### src/rtl/tpwm_pkg.sv
// Shared types and constants of the three-phase PWM edge scheduler.
package tpwm_pkg;

  // Event command codes
  localparam logic [2:0] CMD_START    = 3'd0;
  localparam logic [2:0] CMD_HI_OFF_A = 3'd1;
  localparam logic [2:0] CMD_LO_ON_A  = 3'd2;
  localparam logic [2:0] CMD_HI_OFF_B = 3'd3;
  localparam logic [2:0] CMD_LO_ON_B  = 3'd4;
  localparam logic [2:0] CMD_HI_OFF_C = 3'd5;
  localparam logic [2:0] CMD_LO_ON_C  = 3'd6;
  localparam logic [2:0] CMD_ALL_OFF  = 3'd7;

  // Exit modes
  localparam logic [1:0] MODE_EXIT = 2'd0;
  localparam logic [1:0] MODE_WAIT = 2'd1;
  localparam logic [1:0] MODE_LOOP = 2'd2;

  // Configuration register indexes
  localparam logic [1:0] REG_CYCLE_COUNT    = 2'd0;
  localparam logic [1:0] REG_DEAD_TIME      = 2'd1;
  localparam logic [1:0] REG_LOOP_THRESHOLD = 2'd2;
  localparam logic [1:0] REG_WAIT_THRESHOLD = 2'd3;

  // Reset values of the configuration registers
  localparam logic [15:0] RST_CYCLE_COUNT    = 16'd1600;
  localparam logic [11:0] RST_DEAD_TIME      = 12'd16;
  localparam logic [11:0] RST_LOOP_THRESHOLD = 12'd8;
  localparam logic [11:0] RST_WAIT_THRESHOLD = 12'd64;

  localparam int NUM_PHASE_EVT = 6;
  localparam logic [2:0] SLOT_LAST = 3'd7;

  // Command of each unsorted phase event, in command-code order
  localparam logic [2:0] PHASE_CMD [NUM_PHASE_EVT] = '{
    CMD_HI_OFF_A, CMD_LO_ON_A, CMD_HI_OFF_B, CMD_LO_ON_B, CMD_HI_OFF_C, CMD_LO_ON_C
  };

  typedef struct packed {
    logic [15:0] cycle_count;
    logic [11:0] dead_time;
    logic [11:0] loop_threshold;
    logic [11:0] wait_threshold;
  } cfg_t;

endpackage

### src/rtl/tpwm_if.sv
// Request channel interfaces: on-time input and schedule event output.
interface tpwm_in_if;
  logic        valid;
  logic        ready;
  logic [15:0] on_time_a;
  logic [15:0] on_time_b;
  logic [15:0] on_time_c;

  modport source (output valid, output on_time_a, output on_time_b, output on_time_c,
                  input ready);
  modport sink (input valid, input on_time_a, input on_time_b, input on_time_c,
                output ready);
endinterface

interface tpwm_out_if;
  logic        valid;
  logic        ready;
  logic [2:0]  command;
  logic [15:0] delta_count;
  logic [1:0]  exit_mode;
  logic [2:0]  slot;
  logic        last;

  modport source (output valid, output command, output delta_count, output exit_mode,
                  output slot, output last, input ready);
  modport sink (input valid, input command, input delta_count, input exit_mode,
                input slot, input last, output ready);
endinterface

### src/rtl/three_phase_pwm_edge_scheduler_unit.sv
// Top level of the three-phase PWM edge scheduler with dead time.
//
// Each input request carries three high-side on-times (phases A, B, C) and
// produces the eight-event schedule of one PWM cycle: START, the six phase
// edges sorted by time (ties in command-code order), then ALL-OFF, each with
// its delta from the previous event and an exit mode chosen by the loop and
// wait thresholds. Three phase lanes saturate the on-times and form the
// high-off and low-on times in parallel; a merge stage ranks these times and
// a schedule buffer turns them into deltas; an emitter sends one event per
// cycle while the output is ready. A request therefore occupies eight event
// slots at the output port, and that single port sets the sustained rate.
// The next request is taken while the previous schedule drains, so back-to-
// back requests stream with no gap. The lane registers load on the edge that
// accepts a request; the merge, buffer and output registers follow in that
// order, and a stall at the output port can hold any of them.
// COUNT_BITS sets the width of all internal times; deltas wider than 16 bits
// are truncated on the output while the exit mode still sees the full value.
// Write configuration only while no request is in flight.
module three_phase_pwm_edge_scheduler_unit #(
  parameter int COUNT_BITS = 16
) (
  input  logic        clk,
  input  logic        rst_n,
  tpwm_in_if.sink     in_ch,
  tpwm_out_if.source  out_ch,
  input  logic        cfg_we,
  input  logic [1:0]  cfg_index,
  input  logic [15:0] cfg_wdata
);

  localparam int W = COUNT_BITS;
  localparam int N = tpwm_pkg::NUM_PHASE_EVT;

  tpwm_pkg::cfg_t      cfg_r;
  logic                lane_vld_r;
  logic                lane_vld_nxt;
  logic                lane_load;
  logic                merge_rdy;
  logic                merge_vld;
  logic                emit_rdy;
  logic [N-1:0][W-1:0] evt_time;
  logic [N-1:0][W-1:0] sorted_time;
  logic [N-1:0][2:0]   sorted_cmd;
  logic [15:0]         on_time [3];

  // Configuration registers
  always_ff @(posedge clk) begin
    if (!rst_n) begin
      cfg_r.cycle_count    <= tpwm_pkg::RST_CYCLE_COUNT;
      cfg_r.dead_time      <= tpwm_pkg::RST_DEAD_TIME;
      cfg_r.loop_threshold <= tpwm_pkg::RST_LOOP_THRESHOLD;
      cfg_r.wait_threshold <= tpwm_pkg::RST_WAIT_THRESHOLD;
    end else if (cfg_we) begin
      unique case (cfg_index)
        tpwm_pkg::REG_CYCLE_COUNT:    cfg_r.cycle_count    <= cfg_wdata;
        tpwm_pkg::REG_DEAD_TIME:      cfg_r.dead_time      <= cfg_wdata[11:0];
        tpwm_pkg::REG_LOOP_THRESHOLD: cfg_r.loop_threshold <= cfg_wdata[11:0];
        tpwm_pkg::REG_WAIT_THRESHOLD: cfg_r.wait_threshold <= cfg_wdata[11:0];
        default: ;
      endcase
    end
  end

  // Lane stage: accept while empty or while the merge stage takes its contents
  assign in_ch.ready = !lane_vld_r || merge_rdy;
  assign lane_load   = in_ch.valid && in_ch.ready;

  always_comb begin
    lane_vld_nxt = lane_vld_r;
    if (lane_load) begin
      lane_vld_nxt = 1'b1;
    end else if (merge_rdy) begin
      lane_vld_nxt = 1'b0;
    end
  end

  always_ff @(posedge clk) begin
    if (!rst_n) begin
      lane_vld_r <= 1'b0;
    end else begin
      lane_vld_r <= lane_vld_nxt;
    end
  end

  assign on_time[0] = in_ch.on_time_a;
  assign on_time[1] = in_ch.on_time_b;
  assign on_time[2] = in_ch.on_time_c;

  // One lane per phase; even slots hold high-side off, odd slots low-side on
  for (genvar p = 0; p < 3; p++) begin : g_lane
    tpwm_lane #(.W(W)) u_lane (
      .clk      (clk),
      .load     (lane_load),
      .cfg      (cfg_r),
      .on_time  (on_time[p]),
      .hi_off_r (evt_time[2*p]),
      .lo_on_r  (evt_time[2*p+1])
    );
  end

  tpwm_merge #(.W(W)) u_merge (
    .clk           (clk),
    .rst_n         (rst_n),
    .in_vld        (lane_vld_r),
    .in_rdy        (merge_rdy),
    .evt_time      (evt_time),
    .out_vld       (merge_vld),
    .out_rdy       (emit_rdy),
    .sorted_time_r (sorted_time),
    .sorted_cmd_r  (sorted_cmd)
  );

  tpwm_emit #(.W(W)) u_emit (
    .clk         (clk),
    .rst_n       (rst_n),
    .cfg         (cfg_r),
    .in_vld      (merge_vld),
    .in_rdy      (emit_rdy),
    .sorted_time (sorted_time),
    .sorted_cmd  (sorted_cmd),
    .out_ch      (out_ch)
  );

endmodule

### src/rtl/tpwm_lane.sv
// One phase lane: saturate the on-time and register its high-off and low-on times.
module tpwm_lane #(
  parameter int W = 16
) (
  input  logic             clk,
  input  logic             load,
  input  tpwm_pkg::cfg_t   cfg,
  input  logic [15:0]      on_time,
  output logic [W-1:0]     hi_off_r,
  output logic [W-1:0]     lo_on_r
);

  localparam int XW = W + 2;

  logic [XW-1:0] cyc_x;
  logic [XW-1:0] dt_x;
  logic [XW-1:0] two_dt;
  logic          no_room;
  logic [W-1:0]  limit;
  logic [W-1:0]  sat_lo;
  logic [W-1:0]  t;
  logic [W-1:0]  dt;
  logic [W:0]    t_plus_dt;
  logic          clip;
  logic [W-1:0]  hi_off_nxt;
  logic [W-1:0]  lo_on_nxt;

  assign cyc_x     = XW'(W'(cfg.cycle_count));
  assign dt        = W'(cfg.dead_time);
  assign dt_x      = XW'(dt);
  assign two_dt    = dt_x << 1;
  assign no_room   = cyc_x < (two_dt + XW'(1));
  assign limit     = W'(cyc_x - two_dt);
  // clipped low-side time: (limit - 1) + dead time
  assign sat_lo    = W'(cyc_x - dt_x - XW'(1));
  assign t         = W'(on_time);
  assign t_plus_dt = {1'b0, t} + {1'b0, dt};
  assign clip      = t >= limit;

  always_comb begin
    if (no_room) begin
      hi_off_nxt = '0;
      lo_on_nxt  = dt;
    end else if (clip) begin
      hi_off_nxt = limit - W'(1);
      lo_on_nxt  = sat_lo;
    end else begin
      hi_off_nxt = t;
      lo_on_nxt  = t_plus_dt[W-1:0];
    end
  end

  always_ff @(posedge clk) begin
    if (load) begin
      hi_off_r <= hi_off_nxt;
      lo_on_r  <= lo_on_nxt;
    end
  end

endmodule

### src/rtl/tpwm_merge.sv
// Merge stage: rank the six lane edge times and register them in stable order.
module tpwm_merge #(
  parameter int W = 16
) (
  input  logic                                     clk,
  input  logic                                     rst_n,
  input  logic                                     in_vld,
  output logic                                     in_rdy,
  input  logic [tpwm_pkg::NUM_PHASE_EVT-1:0][W-1:0] evt_time,
  output logic                                     out_vld,
  input  logic                                     out_rdy,
  output logic [tpwm_pkg::NUM_PHASE_EVT-1:0][W-1:0] sorted_time_r,
  output logic [tpwm_pkg::NUM_PHASE_EVT-1:0][2:0]   sorted_cmd_r
);

  localparam int N = tpwm_pkg::NUM_PHASE_EVT;

  logic                  vld_r;
  logic                  vld_nxt;
  logic                  load;
  logic [N-1:0][2:0]     rank;
  logic [N-1:0][W-1:0]   sorted_time_nxt;
  logic [N-1:0][2:0]     sorted_cmd_nxt;

  assign in_rdy  = !vld_r || out_rdy;
  assign load    = in_vld && in_rdy;
  assign out_vld = vld_r;

  // Rank = events strictly earlier, plus ties that sit at a lower index
  always_comb begin
    for (int i = 0; i < N; i++) begin
      rank[i] = 3'd0;
      for (int j = 0; j < N; j++) begin
        if (j != i) begin
          if ((evt_time[j] < evt_time[i]) || ((evt_time[j] == evt_time[i]) && (j < i))) begin
            rank[i] = rank[i] + 3'd1;
          end
        end
      end
    end
  end

  always_comb begin
    for (int k = 0; k < N; k++) begin
      sorted_time_nxt[k] = '0;
      sorted_cmd_nxt[k]  = '0;
      for (int i = 0; i < N; i++) begin
        if (rank[i] == 3'(k)) begin
          sorted_time_nxt[k] = evt_time[i];
          sorted_cmd_nxt[k]  = tpwm_pkg::PHASE_CMD[i];
        end
      end
    end
  end

  always_comb begin
    vld_nxt = vld_r;
    if (load) begin
      vld_nxt = 1'b1;
    end else if (out_rdy) begin
      vld_nxt = 1'b0;
    end
  end

  always_ff @(posedge clk) begin
    if (!rst_n) begin
      vld_r <= 1'b0;
    end else begin
      vld_r <= vld_nxt;
    end
  end

  always_ff @(posedge clk) begin
    if (load) begin
      sorted_time_r <= sorted_time_nxt;
      sorted_cmd_r  <= sorted_cmd_nxt;
    end
  end

endmodule

### src/rtl/tpwm_emit.sv
// Schedule buffer and emitter: build eight deltas, send one event per ready cycle.
module tpwm_emit #(
  parameter int W = 16
) (
  input  logic                                     clk,
  input  logic                                     rst_n,
  input  tpwm_pkg::cfg_t                           cfg,
  input  logic                                     in_vld,
  output logic                                     in_rdy,
  input  logic [tpwm_pkg::NUM_PHASE_EVT-1:0][W-1:0] sorted_time,
  input  logic [tpwm_pkg::NUM_PHASE_EVT-1:0][2:0]   sorted_cmd,
  tpwm_out_if.source                               out_ch
);

  localparam int N  = tpwm_pkg::NUM_PHASE_EVT;
  localparam int DW = (W > 12) ? W : 12;

  logic [W-1:0]  delta_r [8];
  logic [2:0]    cmd_r [8];
  logic [W-1:0]  delta_nxt [8];
  logic [2:0]    cmd_nxt [8];
  logic          buf_vld_r;
  logic          buf_vld_nxt;
  logic [2:0]    slot_r;
  logic [2:0]    slot_nxt;
  logic          out_vld_r;
  logic          out_vld_nxt;
  logic          take;
  logic          pop;
  logic          load;
  logic [W-1:0]  cyc_w;
  logic [W-1:0]  dt_w;
  logic [W-1:0]  alloff;
  logic [W-1:0]  sel_delta;
  logic [DW-1:0] sel_delta_x;
  logic [1:0]    sel_mode;
  logic [2:0]    command_r;
  logic [15:0]   delta_count_r;
  logic [1:0]    exit_mode_r;
  logic [2:0]    slot_out_r;
  logic          last_r;

  assign take   = !out_vld_r || out_ch.ready;
  assign pop    = buf_vld_r && take;
  assign in_rdy = !buf_vld_r || (pop && (slot_r == tpwm_pkg::SLOT_LAST));
  assign load   = in_vld && in_rdy;

  assign cyc_w  = W'(cfg.cycle_count);
  assign dt_w   = W'(cfg.dead_time);
  assign alloff = (cyc_w >= dt_w) ? (cyc_w - dt_w) : '0;

  // Sorted times never decrease, so each phase delta is a plain difference
  always_comb begin
    delta_nxt[0] = dt_w;
    cmd_nxt[0]   = tpwm_pkg::CMD_START;
    delta_nxt[1] = sorted_time[0];
    cmd_nxt[1]   = sorted_cmd[0];
    for (int k = 1; k < N; k++) begin
      delta_nxt[k+1] = sorted_time[k] - sorted_time[k-1];
      cmd_nxt[k+1]   = sorted_cmd[k];
    end
    delta_nxt[7] = (alloff >= sorted_time[N-1]) ? (alloff - sorted_time[N-1]) : '0;
    cmd_nxt[7]   = tpwm_pkg::CMD_ALL_OFF;
  end

  assign sel_delta   = delta_r[slot_r];
  assign sel_delta_x = DW'(sel_delta);

  always_comb begin
    if (sel_delta_x <= DW'(cfg.loop_threshold)) begin
      sel_mode = tpwm_pkg::MODE_LOOP;
    end else if (sel_delta_x <= DW'(cfg.wait_threshold)) begin
      sel_mode = tpwm_pkg::MODE_WAIT;
    end else begin
      sel_mode = tpwm_pkg::MODE_EXIT;
    end
  end

  always_comb begin
    buf_vld_nxt = buf_vld_r;
    slot_nxt    = slot_r;
    out_vld_nxt = out_vld_r;
    if (pop) begin
      slot_nxt    = slot_r + 3'd1;
      out_vld_nxt = 1'b1;
      if (slot_r == tpwm_pkg::SLOT_LAST) begin
        buf_vld_nxt = 1'b0;
      end
    end else if (out_ch.ready) begin
      out_vld_nxt = 1'b0;
    end
    if (load) begin
      buf_vld_nxt = 1'b1;
      slot_nxt    = 3'd0;
    end
  end

  always_ff @(posedge clk) begin
    if (!rst_n) begin
      buf_vld_r <= 1'b0;
      slot_r    <= 3'd0;
      out_vld_r <= 1'b0;
    end else begin
      buf_vld_r <= buf_vld_nxt;
      slot_r    <= slot_nxt;
      out_vld_r <= out_vld_nxt;
    end
  end

  always_ff @(posedge clk) begin
    if (load) begin
      for (int k = 0; k < 8; k++) begin
        delta_r[k] <= delta_nxt[k];
        cmd_r[k]   <= cmd_nxt[k];
      end
    end
    if (pop) begin
      command_r     <= cmd_r[slot_r];
      delta_count_r <= 16'(sel_delta);
      exit_mode_r   <= sel_mode;
      slot_out_r    <= slot_r;
      last_r        <= (slot_r == tpwm_pkg::SLOT_LAST);
    end
  end

  assign out_ch.valid       = out_vld_r;
  assign out_ch.command     = command_r;
  assign out_ch.delta_count = delta_count_r;
  assign out_ch.exit_mode   = exit_mode_r;
  assign out_ch.slot        = slot_out_r;
  assign out_ch.last        = last_r;

endmodule

### src/flat_wrapper.sv
// flat-port wrapper written by rule: the top's interface ports become plain ports
module three_phase_pwm_edge_scheduler_unit_flat 
#(
  parameter int COUNT_BITS = 16
)
  (clk, rst_n, cfg_we, cfg_index, cfg_wdata, in_ch_valid, in_ch_on_time_a, in_ch_on_time_b, in_ch_on_time_c, in_ch_ready, out_ch_valid, out_ch_command, out_ch_delta_count, out_ch_exit_mode, out_ch_slot, out_ch_last, out_ch_ready);
  tpwm_in_if in_ch_i ();
  tpwm_out_if out_ch_i ();
  input  logic clk;
  input  logic rst_n;
  input  logic cfg_we;
  input  logic [1:0] cfg_index;
  input  logic [15:0] cfg_wdata;
  input wire logic [$bits(in_ch_i.valid)-1:0] in_ch_valid;
  input wire logic [$bits(in_ch_i.on_time_a)-1:0] in_ch_on_time_a;
  input wire logic [$bits(in_ch_i.on_time_b)-1:0] in_ch_on_time_b;
  input wire logic [$bits(in_ch_i.on_time_c)-1:0] in_ch_on_time_c;
  output wire logic [$bits(in_ch_i.ready)-1:0] in_ch_ready;
  output wire logic [$bits(out_ch_i.valid)-1:0] out_ch_valid;
  output wire logic [$bits(out_ch_i.command)-1:0] out_ch_command;
  output wire logic [$bits(out_ch_i.delta_count)-1:0] out_ch_delta_count;
  output wire logic [$bits(out_ch_i.exit_mode)-1:0] out_ch_exit_mode;
  output wire logic [$bits(out_ch_i.slot)-1:0] out_ch_slot;
  output wire logic [$bits(out_ch_i.last)-1:0] out_ch_last;
  input wire logic [$bits(out_ch_i.ready)-1:0] out_ch_ready;
  assign in_ch_i.valid = in_ch_valid;
  assign in_ch_i.on_time_a = in_ch_on_time_a;
  assign in_ch_i.on_time_b = in_ch_on_time_b;
  assign in_ch_i.on_time_c = in_ch_on_time_c;
  assign in_ch_ready = in_ch_i.ready;
  assign out_ch_valid = out_ch_i.valid;
  assign out_ch_command = out_ch_i.command;
  assign out_ch_delta_count = out_ch_i.delta_count;
  assign out_ch_exit_mode = out_ch_i.exit_mode;
  assign out_ch_slot = out_ch_i.slot;
  assign out_ch_last = out_ch_i.last;
  assign out_ch_i.ready = out_ch_ready;
  three_phase_pwm_edge_scheduler_unit #(.COUNT_BITS(COUNT_BITS)) u_core (.clk(clk), .rst_n(rst_n), .in_ch(in_ch_i), .out_ch(out_ch_i), .cfg_we(cfg_we), .cfg_index(cfg_index), .cfg_wdata(cfg_wdata));
endmodule
### config.mk
export PLATFORM = sky130hd
export DESIGN_NAME = three_phase_pwm_edge_scheduler_unit_flat
export DESIGN_NICKNAME = d
export VERILOG_FILES = /design/src/rtl/tpwm_pkg.sv /design/src/rtl/tpwm_if.sv /design/src/rtl/three_phase_pwm_edge_scheduler_unit.sv /design/src/rtl/tpwm_lane.sv /design/src/rtl/tpwm_merge.sv /design/src/rtl/tpwm_emit.sv /design/src/flat_wrapper.sv
export SDC_FILE = /design/constraint.sdc
export NUM_CORES = 2
export LEC_CHECK = 0
export ABC_AREA = 1
export BUFFER_PORTS_ARGS = -buffer_cell sky130_fd_sc_hd__buf_2
export CORE_ASPECT_RATIO = 0.6
export CORE_MARGIN = 3
export CORE_UTILIZATION = 35
export DETAILED_ROUTE_END_ITERATION = 10
export GPL_TIMING_DRIVEN = 0
export PLACE_DENSITY = 0.61
export SYNTH_ARGS = -nofsm -noshare
export SYNTH_HDL_FRONTEND = slang
export SYNTH_SLANG_ARGS = --single-unit
### constraint.sdc
create_clock -name clk -period 12.4 [get_ports clk]
set_clock_uncertainty 0.2 [all_clocks]
set_input_delay 1.86 -clock clk [delete_from_list [all_inputs] [get_ports clk]]
set_output_delay 1.86 -clock clk [all_outputs]
set_load 0.05 [all_outputs]
---- Yosys cells after proc, flatten, opt, wreduce, memory -nomap -nowiden ----
Memory sizes are Yosys's and may differ from the RTL's. A register that Yosys moved wholly into a read port is not among the register bits.
Index checks and enable logic that the tools add are counted.
operators by class
  add/subtract/negate cells ............... 40
  eq/ne operators ......................... 49
  bitwise operators ....................... 1
  $lt $le $gt $ge ......................... 38
  muxes and demuxes ....................... 121
  reductions and logical operators ........ 52
operators by type and width
  operator                                                                count
  16-bit 2-to-1 mux                                                       44
  16-bit < comparator                                                     30
  16-bit equality test                                                    15
  3-bit 2-to-1 mux                                                        38
  16-bit subtractor                                                       6
  16-bit greater-or-equal comparator                                      4
  3-bit by 1-bit adder with 3-bit output (second input constant)          19
  16-bit by 12-bit adder with 16-bit output                               3
  3-bit equality test (second input constant)                             13
  3-bit by 2-bit equality test with 1-bit output (second input constant)  12
  12-bit 2-to-1 mux                                                       3
  16-bit by 12-bit less-or-equal comparator with 1-bit output             2
  16-bit by 12-bit subtractor with 16-bit output                          2
  1-bit 2-to-1 mux                                                        24
  2-bit 2-to-1 mux                                                        12
  1-bit logical OR                                                        19
  3-bit by 1-bit equality test with 1-bit output (second input constant)  6
  3-bit zero test                                                         6
  3-bit OR reduction                                                      6
  16-bit by 12-bit greater-or-equal comparator with 1-bit output          1
  16-bit by 14-bit < comparator with 1-bit output                         1
  16-bit by 1-bit subtractor with 16-bit output (second input constant)   1
  16-bit by 13-bit subtractor with 16-bit output                          1
  16-bit by 2-bit subtractor with 16-bit output (second input constant)   1
  11 further kinds                                                        32
word-level totals
  memories kept ........................... 2
  flip-flop bits (word level) ............. 291
  bits in writable memories ............... 152
memories
  memory                 words  bits a word  rd ports  clocked after memory_dff  wr ports  RTL line         text
  u_core.u_emit.delta_r  8      16           1         1                         8         tpwm_emit.sv:18  logic [W-1:0] delta_r [8];
  u_core.u_emit.cmd_r    8      3            1         1                         8         tpwm_emit.sv:19  logic [2:0] cmd_r [8];

---- Logic depth before layout (Yosys ltp) ----
  depth in word-level cells ............... 17
  mapped depth ............................ 38

---- Modules after synthesis ----
Synthesis repeated with hierarchy kept, for this count alone.
second synthesis, totals
  cell total of the unflattened synthesis .. 6527
  area total of the unflattened synthesis .. 45334.7 µm²
modules (own cells, without submodules)
  module                                    seq. area each (µm²)  area each (µm²)  instances  cells an instance
  tpwm_merge                                3443.3                16828.6          1          2592
  tpwm_emit                                 5175.0                13256.5          1          1691
  tpwm_lane at u_core.g_lane[1].u_lane ...  960.9                 4346.7           2          636
  tpwm_lane at u_core.g_lane[0].u_lane      960.9                 4371.7           1          640
  three_phase_pwm_edge_scheduler_unit       1061.0                2184.6           1          332

---- Least setup slack after synthesis ----
OpenSTA, ideal clock, no wires.
  path kind ............................... input to register
  start point ............................. input port out_ch_ready
  end point ............................... memory u_core.u_emit.cmd_r[1][0], enable pin
  stages on the path ...................... 4
  library setup time ...................... 645 ps
  slack ................................... 3592 ps
  arrival ................................. 7963 ps
  cells stage by stage .................... inv_1 -> nand2_1 -> a21oi_1 -> nor2_1
RTL lines
  element          RTL line            text
  start, declared  flat_wrapper.sv:25  input wire logic [$bits(out_ch_i.ready)-1:0] out_ch_ready;
  end, declared    tpwm_emit.sv:19

==> run_results.csv <==
group,metric,value,unit
yosys,synth_top_family_by_area,"simple AND/OR/NAND/NOR gates",
yosys,synthAdderAreaFrac,0.166,
drt,vias_per_cell,5.72,
final_layout,syn2layout_area_growth,9.90,%
yosys,synth_cells,5122,
yosys,yosysWarnings,0,
clocking,cts_setup_buffers,0,
global_routing,grt_overflow,0,
timing,rsz0062_at_grt,"no",
timing,relSlewSlack,0.114,
final_layout,drive_gt1_frac,0.0679,
critical_path,required,12.50,ns
final_layout,regArea,12600,sq um
critical_path,endpoint_kind,"flop",
critical_path,worstPathCellList,"inv_1 -> ha_1 -> nand4_1 -> nor3_1 -> nand3_1 -> nand2_1 -> inv_1 -> ha_1 -> inv_1 -> nand2_1 -> nand2_1 -> inv_2 -> ha_1 -> nand2_1 -> nand2_1 -> ha_1 -> o21ai_2 -> nor2_1 -> nand2_1 -> clkbuf_1 -> nor2_1 -> a21oi_1 -> nand2_1",
yosys,ys.flop_type,"edfxtp_1",
yosys,synth_xor_xnor_area_share,0.0360,
final_layout,multi_input_area,22900,sq um
drt,firstDrtPassIters,6,
clocking,cts-hold-fix-buffers,0,
yosys,ys_ff_latch,439,
floorplan,fp.dieArea,114000,sq um
floorplan,core_area,108000,sq um
global_routing,grt_max_degree,76,
timing,fmax,0.137,GHz
critical_path,startpoint_type,"flop",
critical_path,crit_slowest_cell,"edfxtp_1",
clocking,clock_sinks,439,
final_layout,nFillCells,11200,
critical_path,critical_path_arrival,7.43,ns
critical_path,crit_top_cell,"nand2_1",
timing,min_period,7.32,ns
floorplan,start_util,0.356,
critical_path,r2r_setup_slack,5.08,ns
placed_design,dp_hpwl,144,mm
critical_path,crit_fanout,10,
clocking,clk_pin_slew_worst_paths,0.07,ns
clocking,tritoncts,"yes",
timing,finalHoldViolations,0,
final_layout,layout.nets,5844,
yosys,ys_seq_area_frac,0.327,
floorplan,die_width,434,microns
timing,tightest_slew,1.33,ns
clocking,cts_buffer_depth,3,
critical_path,crit_start,"u_core.g_lane[2].u_lane.lo_on_r[11]",
global_routing,grt_pass1_wl,244,mm
run_status,status,"finished clean",
global_routing,grt_use_total,0.297,
yosys,avgSynthCellArea,7.51,sq um
yosys,synth_compound_area_frac,0.153,
drt,via_count,38500,
yosys,synth_mux_area_frac,0,
timing,finalCritPeriodShare,0.591,
timing,timing.setup.tns,0,ns
yosys,yosys.area_share.simple,0.241,
yosys,synth_edf_count,377,
timing,hold_ws,0.221,ns
global_routing,grt_antenna_before_repair,17,
placed_design,gp_congestion,1.06,
placed_design,place_inst,6650,
critical_path,critPathBufInv,5,
final_layout,final_cell_count_no_fill,6728,
run,max-cap-violations,0,
clocking,htreeDepth,2,
critical_path,path_delay_family,"simple AND/OR/NAND/NOR gates",
critical_path,rr_startpoint,"u_core.g_lane[2].u_lane.lo_on_r[11]",
critical_path,setup.worst_path.class,"reg -> reg",
clocking,numCtsBuffers,42,
drt,drc,0,
clocking,cts-root-buf,"clkbuf_16",
yosys,async_reset_ff_frac,0,
placed_design,port_buffers,96,
drt,wl_per_cell,26.2,microns
critical_path,critPathMaxStageDelay,0.88,ns
clocking,cts_resized,0,
yosys,synth.distinct_cells,62,
drt,first_iter_violations,5984,
yosys,syn_area,38500,sq um
clocking,worstSkewPairLatency,0.61,ns
drt,drtAntennaViolNets,0,
drt,wl,176,mm
timing,setup_violations,0,
floorplan,rows,93,
global_routing,grt_pass1_vias,33400,
hold_path,hold_class,"reg -> reg",
yosys,syn-num-nets,5697,
floorplan,io_pins,98,
floorplan,fp.dieH,263,microns
hold_path,hp-start,"u_core.u_merge.sorted_cmd_r[2]",
timing,final_max_slew_viol_count,0,
[Yosys cell counts, types with 31 or more instances]
master	n	area share
a21oi_1	515	0.067
nand3_1	363	0.047
xnor2_1	41	0.0093
o21ai_0	360	0.047
dfxtp_1	62	0.032
inv_1	583	0.057
ha_1	491	0.16
edfxtp_1	377	0.29
xor2_1	117	0.027
nand2_1	1137	0.11
nor2_1	519	0.051
nand2_2	36	0.0059
clkbuf_1	82	0.0080
buf_2	31	0.0040
[kinds of logic after synthesis]
kind of cell / Yosys count
compound gates: 1080
xor+xnor: 158
fa+ha+maj: 504
buf+inv: 754
flops: 439
simple gates: 2187
[worst register-to-register path: stages (launching register included)]
cell and delay, ns:
edfxtp_1 0.88, inv_1 0.54, ha_1 0.48, nand4_1 0.09
nor3_1 0.54, nand3_1 0.26, nand2_1 0.25, inv_1 0.13
ha_1 0.34, inv_1 0.07, nand2_1 0.05, nand2_1 0.09
inv_2 0.04, ha_1 0.28, nand2_1 0.09, nand2_1 0.08
ha_1 0.29, o21ai_2 0.31, nor2_1 0.10, nand2_1 0.38
clkbuf_1 0.56, nor2_1 0.08, a21oi_1 0.77, nand2_1 0.13
[path summary, 6_finish.rpt]
kind                                           end  depth (start not counted)
hold / removal           u_core.u_emit.cmd_r[1][2]                          0
setup / recovery  u_core.u_merge.sorted_time_r[57]                         23
setup reg to reg  u_core.u_merge.sorted_time_r[57]                         23
hold reg to reg          u_core.u_emit.cmd_r[1][2]                          0
[routing by layer]
layer,up-vias,part of all wire,GRT usage
li1,17700,-,-
met1,18200,0.47,0.476
met2,2357,0.36,0.366
met3,225,0.15,0.111
met4,2,0.020,0.0536
met5,-,0.000074,0
[registers in the layout (all words and copies together), names as in the netlist, 16 cells and up, named ones only]
| signal | flops |
|---|---|
| u_core.u_emit.delta_r | 124 |
| u_core.u_emit.cmd_r | 18 |
| u_core.u_emit.out_ch.delta_count | 16 |
| u_core.g_lane.u_lane.lo_on_r | 48 |
| u_core.u_merge.sorted_time_r | 96 |
| u_core.cfg_r | 52 |
| u_core.g_lane.u_lane.hi_off_r | 48 |
| u_core.u_merge.sorted_cmd_r | 18 |
[layout make-up]
cell class,instances,share of cell area
diodes,1,0.0000592
plain buffers,136,0.0154
clock buffers,47,0.0253
clock inverters,30,0.00734
inverters,618,0.0552
multi-input cells,3929,0.543
flip-flops and latches,439,0.297
well taps,1425,0.0422
repair buffers,103,0.0147
[stage by stage]
step	util	setup WS [ns]	area, sq um
5_1_grt	0.391	4.94	42300
2_1_floorplan	-	3.59	38500
3_3_place_gp	0.377	0.494	40700
6_report	0.391	5.08	42300
4_1_cts	0.391	5.66	42300
3_5_place_dp	0.378	5.66	40900
[cell usage in the layout (no fill, tap or decap), types with 28 or more instances in the layout]
| cell type | instances |
|---|---|
| nand2_1 | 1137 |
| inv_1 | 581 |
| nor2_1 | 518 |
| a21oi_1 | 515 |
| ha_1 | 491 |
| edfxtp_1 | 377 |
| nand3_1 | 363 |
| o21ai_0 | 359 |
| buf_2 | 127 |
| xor2_1 | 117 |
| clkbuf_1 | 87 |
| dfxtp_1 | 62 |
| clkbuf_16 | 42 |
| xnor2_1 | 41 |
| nand2_2 | 36 |
| o211ai_1 | 30 |
| nand4_1 | 29 |
| nor3_1 | 28 |
Power is left out: the tool's default activity adds up to more than one toggle a clock period on the data nets, which glitch-free logic cannot reach.
